==> config.mk <==
export PLATFORM = sky130hd
export DESIGN_NAME = lwe_decrypt_phase
export DESIGN_NICKNAME = d
export VERILOG_FILES = /design/src/lwe_dp_pkg.sv /design/src/lwe_decrypt_phase.sv
export SDC_FILE = /design/constraint.sdc
export NUM_CORES = 2
export LEC_CHECK = 0
export BUFFER_PORTS_ARGS = -buffer_cell sky130_fd_sc_hd__buf_2
export CORE_UTILIZATION = 50
export DETAILED_ROUTE_END_ITERATION = 6
export PLACE_DENSITY = 0.68
export SLEW_MARGIN = 20
export SYNTH_ARGS = -nofsm -noshare
export SYNTH_HDL_FRONTEND = slang
export SYNTH_SLANG_ARGS = --single-unit
==> constraint.sdc <==
create_clock -name clk -period 29.2 [get_ports clk]
set_input_delay 0 -clock clk [delete_from_list [all_inputs] [get_ports clk]]
set_output_delay 0 -clock clk [all_outputs]
set_load 0.03 [all_outputs]
==> src/lwe_dp_pkg.sv <==
// Shared constants for the LWE decryption phase block.
// Used by lwe_decrypt_phase and its port checker; depends on nothing else.
package lwe_dp_pkg;

  // Width of every coefficient and result field on the stream ports
  localparam int FIELD_W = 60;
  // Input word: mask, key, body packed from bit 0, zero-padded to whole bytes
  localparam int IN_DATA_W = ((3 * FIELD_W + 7) / 8) * 8;
  // Output word: phase, inner product packed from bit 0, zero-padded to whole bytes
  localparam int OUT_DATA_W = ((2 * FIELD_W + 7) / 8) * 8;
  // Counter width for a bit walk over one field
  localparam int CNT_W = $clog2(FIELD_W);

endpackage

==> src/lwe_decrypt_phase.sv <==
// LWE decryption phase: modular inner product of mask and key, then body minus it.
// Uses lwe_dp_pkg for field and port widths.
// Each word is range-checked, with any coefficient (or the accumulator) not below q
//   reduced bit-serially, then multiplied; a new word is taken only in idle, and a
//   result waiting on m_tready holds the next last word in S_PHASE; the single
//   add/compare/subtract unit is stepped through the reductions and the multiply.
// Reset (rst, synchronous, active high): modulus 2, accumulator 0, error flag clear,
//   no result pending.
module lwe_decrypt_phase #(
  parameter int MOD_BITS = 60
) (
  input  logic                             clk,
  input  logic                             rst,
  // configuration: modulus q
  input  logic                             cfg_valid,
  output logic                             cfg_ready,
  input  logic [lwe_dp_pkg::FIELD_W-1:0]   cfg_data,
  // input stream
  input  logic                             s_tvalid,
  output logic                             s_tready,
  // s_tdata fields, low bit up: mask_coeff, key_coeff, body_value, zero pad
  input  logic [lwe_dp_pkg::IN_DATA_W-1:0] s_tdata,
  input  logic                             s_tlast,
  // result stream
  output logic                             m_tvalid,
  input  logic                             m_tready,
  // m_tdata fields, low bit up: phase, inner_product
  output logic [lwe_dp_pkg::OUT_DATA_W-1:0] m_tdata,
  // m_tuser fields, low bit up: range_error
  output logic [0:0]                       m_tuser
);

  localparam int FW = lwe_dp_pkg::FIELD_W;
  localparam int CW = lwe_dp_pkg::CNT_W;
  localparam int W  = MOD_BITS;

  typedef enum logic [2:0] {
    S_IDLE, S_CHK, S_RED, S_DBL, S_ADD, S_ACCUM, S_PHASE
  } state_t;

  typedef enum logic [1:0] {
    SEL_A, SEL_S, SEL_B, SEL_ACC
  } sel_t;

  state_t        state;
  sel_t          sel;
  logic [CW-1:0] cnt;
  logic [FW-1:0] a_r, s_r, b_r, src;
  logic          last_r;
  logic [W-1:0]  acc, r, q;
  logic          err;

  logic [FW-1:0] chk_val;
  logic [W-1:0]  opa, opb;
  logic          cin;
  logic [W:0]    sum, sum_sub;
  logic [W-1:0]  res;
  logic [W-1:0]  phase_val;
  logic [W:0]    phase_wrap;
  logic [W-1:0]  q_next;
  sel_t          sel_next;

  assign cfg_ready = 1'b1;
  assign s_tready  = (state == S_IDLE);

  // clamp the written modulus to at least 2
  always_comb begin
    q_next = cfg_data[W-1:0];
    if (q_next < W'(2)) begin
      q_next = W'(2);
    end
  end

  // operand under range check
  always_comb begin
    case (sel)
      SEL_A:   chk_val = a_r;
      SEL_S:   chk_val = s_r;
      SEL_B:   chk_val = b_r;
      SEL_ACC: chk_val = FW'(acc);
      default: chk_val = a_r;
    endcase
  end

  // check order: mask, key, body only on a last word, then accumulator
  always_comb begin
    case (sel)
      SEL_A:   sel_next = SEL_S;
      SEL_S:   sel_next = last_r ? SEL_B : SEL_ACC;
      SEL_B:   sel_next = SEL_ACC;
      default: sel_next = SEL_ACC;
    endcase
  end

  // shared unit: (opa + opb + cin) reduced once by q; operands are below q
  always_comb begin
    opa = r;
    opb = r;
    cin = 1'b0;
    case (state)
      S_RED: begin
        cin = src[cnt];
      end
      S_ADD: begin
        opb = s_r[cnt] ? a_r[W-1:0] : '0;
      end
      S_ACCUM: begin
        opa = acc;
      end
      default: begin
        cin = 1'b0;
      end
    endcase
    sum     = {1'b0, opa} + {1'b0, opb} + (W + 1)'(cin);
    sum_sub = sum - {1'b0, q};
    res     = (sum >= {1'b0, q}) ? sum_sub[W-1:0] : sum[W-1:0];
  end

  // phase = (b - inner) mod q, inner held in r
  always_comb begin
    phase_wrap = {1'b0, b_r[W-1:0]} + {1'b0, q} - {1'b0, r};
    phase_val  = (b_r[W-1:0] >= r) ? (b_r[W-1:0] - r) : phase_wrap[W-1:0];
  end

  // sequencer, datapath registers and output register
  always_ff @(posedge clk) begin
    if (rst) begin
      state    <= S_IDLE;
      sel      <= SEL_A;
      cnt      <= '0;
      acc      <= '0;
      q        <= W'(2);
      err      <= 1'b0;
      m_tvalid <= 1'b0;
    end else begin
      if (cfg_valid && cfg_ready) begin
        q <= q_next;
      end

      // drop the result once taken, unless a new one loads this cycle
      if (m_tvalid && m_tready && state != S_PHASE) begin
        m_tvalid <= 1'b0;
      end

      case (state)
        S_IDLE: begin
          if (s_tvalid) begin
            a_r    <= s_tdata[FW-1:0];
            s_r    <= s_tdata[2*FW-1:FW];
            b_r    <= s_tdata[3*FW-1:2*FW];
            last_r <= s_tlast;
            sel    <= SEL_A;
            state  <= S_CHK;
          end
        end

        S_CHK: begin
          if (chk_val >= FW'(q)) begin
            // out of range: flag coefficients, then reduce bit-serially
            if (sel != SEL_ACC) begin
              err <= 1'b1;
            end
            src   <= chk_val;
            r     <= '0;
            cnt   <= CW'(FW - 1);
            state <= S_RED;
          end else if (sel == SEL_ACC) begin
            r     <= '0;
            cnt   <= CW'(W - 1);
            state <= S_DBL;
          end else begin
            sel <= sel_next;
          end
        end

        S_RED: begin
          if (cnt == '0) begin
            case (sel)
              SEL_A:   a_r <= FW'(res);
              SEL_S:   s_r <= FW'(res);
              SEL_B:   b_r <= FW'(res);
              SEL_ACC: acc <= res;
              default: a_r <= FW'(res);
            endcase
            if (sel == SEL_ACC) begin
              r     <= '0;
              cnt   <= CW'(W - 1);
              state <= S_DBL;
            end else begin
              sel   <= sel_next;
              state <= S_CHK;
            end
          end else begin
            r   <= res;
            cnt <= cnt - CW'(1);
          end
        end

        // double-and-add multiply, key bits from the top
        S_DBL: begin
          r     <= res;
          state <= S_ADD;
        end

        S_ADD: begin
          r <= res;
          if (cnt == '0) begin
            state <= S_ACCUM;
          end else begin
            cnt   <= cnt - CW'(1);
            state <= S_DBL;
          end
        end

        S_ACCUM: begin
          if (last_r) begin
            r     <= res;
            acc   <= '0;
            state <= S_PHASE;
          end else begin
            acc   <= res;
            state <= S_IDLE;
          end
        end

        // hold until the output register is free
        S_PHASE: begin
          if (!m_tvalid || m_tready) begin
            m_tdata  <= lwe_dp_pkg::OUT_DATA_W'({FW'(r), FW'(phase_val)});
            m_tuser  <= err;
            m_tvalid <= 1'b1;
            state    <= S_IDLE;
          end
        end

        default: begin
          state <= S_IDLE;
        end
      endcase
    end
  end

endmodule

==> flow_metrics.tcl <==
set metrics [dict create \
    outcome "finished, final reports clean" \
    worst_ep_arrival_time_ns 11.71 \
    routedWlPerCell_um 26.80 \
    critPathLaunch "cnt[0]" \
    cts_num_sinks 555 \
    io_buffer_count 368 \
    cts_tree "done" \
    finClkSkew_ns 0.02577 \
    first_pass_iters 6 \
    dp_hpwl_mm 132.3 \
    insertedDiodeCount 0 \
    avgSynthCellArea_sq_um 9.253 \
    finalCritPeriodShare_pct 38.87 \
    highest_layer "met5" \
    htreeDepth 3 \
    crit_required_ns 29.57 \
    seq_area_sq_um 15340 \
    grt-ovfl-total 0 \
    ys_ff_latch 555 \
    fp-row-count 107 \
    maxCapViolCount 0 \
    crit_top_cell "buf_4" \
    synthXorXnorAreaFrac_pct 4.242 \
    clock.fmax_mhz 88.11 \
    synth_edf_count 422 \
    ys_seq_area_share_pct 35.20 \
    worst_slack_ns 17.85 \
    criticalPathCategory "reg2reg" \
    die_h_um 297.2 \
    worstMarginPinSlew_ns 1.123 \
    relSlewSlack_pct 25.15 \
    wl_met1_mm 70.52 \
    clkTransAtPathRegs_ns 0.06 \
    synth_compound_area_share_pct 20.49 \
    ys.flop_type "edfxtp_1" \
    syn-cell-area_sq_um 43560 \
    ys_async_sr_fraction_pct 0 \
    synth-adder-area-share_pct 11.51 \
    holdWs_ns 0.1309 \
    preCtsSetupSlack_ns 18.35 \
    synth_top_family_by_area "compound AO/OA/AOI/OAI gates" \
    post_cts_buffers 0 \
    muxShareOfSynthArea_pct 9.559 \
    hp-start "cfg_valid" \
    cts_resized 0 \
    initial_utilization_pct 50.84 \
    ys_types 89 \
    drv_slew 0 \
    ctsHoldBuffers 270 \
    drt_wl_total_mm 171.9 \
    startpoint_type "flop" \
    multi_input_area_sq_um 26030 \
    setup.worst_path.end_class "flop" \
    num_vias 39885 \
    min_period_ns 11.35 \
    cp_max_fo 62 \
    antenna_found_initial 3 \
    root_buffer "clkbuf_16" \
    core_area_sq_um 85680 \
    setup_viol 0 \
    slowest_stage "a2111oi_0" \
    cts_buffers 66 \
    nets 5834 \
    routed-wl-met2_mm 67.16 \
    die_x_um 297.2 \
    cp_slowest_stage_delay_ns 0.86 \
    grt_pass1_vias 37398 \
    drive_gt1_share_pct 13.75 \
    drc 0 \
    grt_pass1_wl_mm 246.2 \
    grt_max_degree 177 \
    reg2reg_from "cnt[0]" \
    grt_usage_pct 37.92 \
    finalSetupTns_ns 0 \
    rsz0062_at_grt "no" \
    synthToLayoutAreaGrowth_pct 17.64 \
    drt_iter0_markers 5114 \
    netlist_instances 4708 \
    yosys.area_share.simple_pct 13.56 \
    dieArea_sq_um 88310 \
    fillers 7431 \
    gp_congestion 1.029 \
    clk_latency_ns 0.63 \
    yosys_warnings 0 \
    ant_nets 0 \
    min_path_type "in2reg" \
    hold_viol 0 \
    ios 374 \
    clk_path_buf_depth 3 \
    wl_met3_mm 26.96 \
    vias_per_cell 6.217 \
    syn_nets 5321 \
]
==> cell usage in the layout, fill, tap and decap left out, drive strengths merged, types with 68 or more instances in the layout <==
cell	Yosys	routed
a21o	222	222
a21oi	392	392
buf	53	408
clkbuf	180	89
dfxtp	133	133
dlygate4sd3	0	270
edfxtp	422	422
ha	300	300
inv	372	375
mux2	68	68
mux2i	119	119
mux4	98	98
nand2	524	524
nor2	327	327
nor2b	69	69
o21a	169	169
o21ai	299	299
xnor2	124	124
xor2	87	87
==> cells by family (layout without fill, tap and decap cells) <==
group | Yosys count | count (layout)
DFF | 555 | 555
xor gates and xnor gates | 211 | 211
AOI/OAI and AO/OA | 1396 | 1396
muxes | 285 | 285
buffers and inverters | 606 | 1169
and+or+nand+nor | 1291 | 1291
other | 1 | 1
adders and majority gates | 363 | 363
==> layout make-up <==
cell class | instances | area share [%]
clock inverter | 29 | 0.5249
timing repair buffer | 678 | 9.488
tap | 1144 | 2.793
sequential | 555 | 29.94
multi-input combinational | 3547 | 50.80
inverter | 373 | 2.732
clock buffer | 89 | 3.723
==> Yosys cell counts (all sizes together) (28+ instances only) <==
| cell | count | area, sq um |
|---|---|---|
| nand2 | 524 | 1967 |
| nor2b | 69 | 431.7 |
| mux2 | 68 | 765.7 |
| o21a | 169 | 1270 |
| xnor2 | 124 | 1086 |
| and3 | 32 | 200.2 |
| ha | 300 | 3754 |
| buf | 53 | 286.5 |
| o21ai | 299 | 1500 |
| inv | 372 | 1396 |
| mux2i | 119 | 1191 |
| nor2 | 327 | 1227 |
| and2 | 28 | 175.2 |
| a21oi | 392 | 1969 |
| xor2 | 87 | 762.0 |
| nand3 | 67 | 335.3 |
| o21bai | 40 | 300.3 |
| nor3 | 47 | 235.2 |
| edfxtp | 422 | 12670 |
| o211ai | 28 | 210.2 |
| a21o | 222 | 1667 |
| mux4 | 98 | 2207 |
| dfxtp | 133 | 2663 |
| fa | 63 | 1261 |
| clkbuf | 180 | 676.9 |
| nand4 | 67 | 419.2 |
| a31oi | 36 | 225.2 |
| a211oi | 34 | 255.2 |
==> critical path: cells and delay by family, from the launching register on <==
kind,cells,cell delay [ns]
AO/OA/AOI/OAI,11,3.49
buffers and inverters,5,2.25
AND/OR/NAND/NOR,8,2.09
multiplexers,4,1.75
adder cells (fa/ha/maj),2,0.83
flip-flops,1,0.31
XOR/XNOR,1,0.21
==> registers in the layout (all words and copies together) (netlist names) <==
| name | flops |
|---|---|
| src | 60 |
| m_tuser | 1 |
| r | 60 |
| cnt | 6 |
| m_tdata | 120 |
| acc | 60 |
| err | 1 |
| m_tvalid | 1 |
| sel | 2 |
| a_r | 60 |
| state | 3 |
| b_r | 60 |
| q | 60 |
| last_r | 1 |
| s_r | 60 |
==> worst paths after layout <==
path | to | slack [ns] | cells past startpoint
setup reg to reg | b_r[4] | 17.85 | 31
setup / recovery | b_r[4] | 17.85 | 31
hold reg to reg | acc[51] | 0.49 | 2
hold / removal | q[32] | 0.13 | 3
==> routing by layer <==
metal,track usage [%],vias up
li1,-,18126
met1,52.64,19032
met2,51.20,2390
met3,16.45,335
met4,15.24,2
met5,0,-
==> per-stage QoR <==
| stage | cell area, sq um | util (%) | std cells |
|---|---|---|---|
| 3_3_place_gp | 46370 | 54.12 | 6027 |
| 6_report | 51250 | 59.81 | 6415 |
| 3_5_place_dp | 46370 | 54.12 | 6027 |
| 2_1_floorplan | 43560 | - | 4708 |
| 4_1_cts | 51250 | 59.81 | 6415 |
| 5_1_grt | 51250 | 59.81 | 6415 |
Power is not shown: default switching activity piles up to over one toggle a cycle in this logic, so the estimate is an artifact.
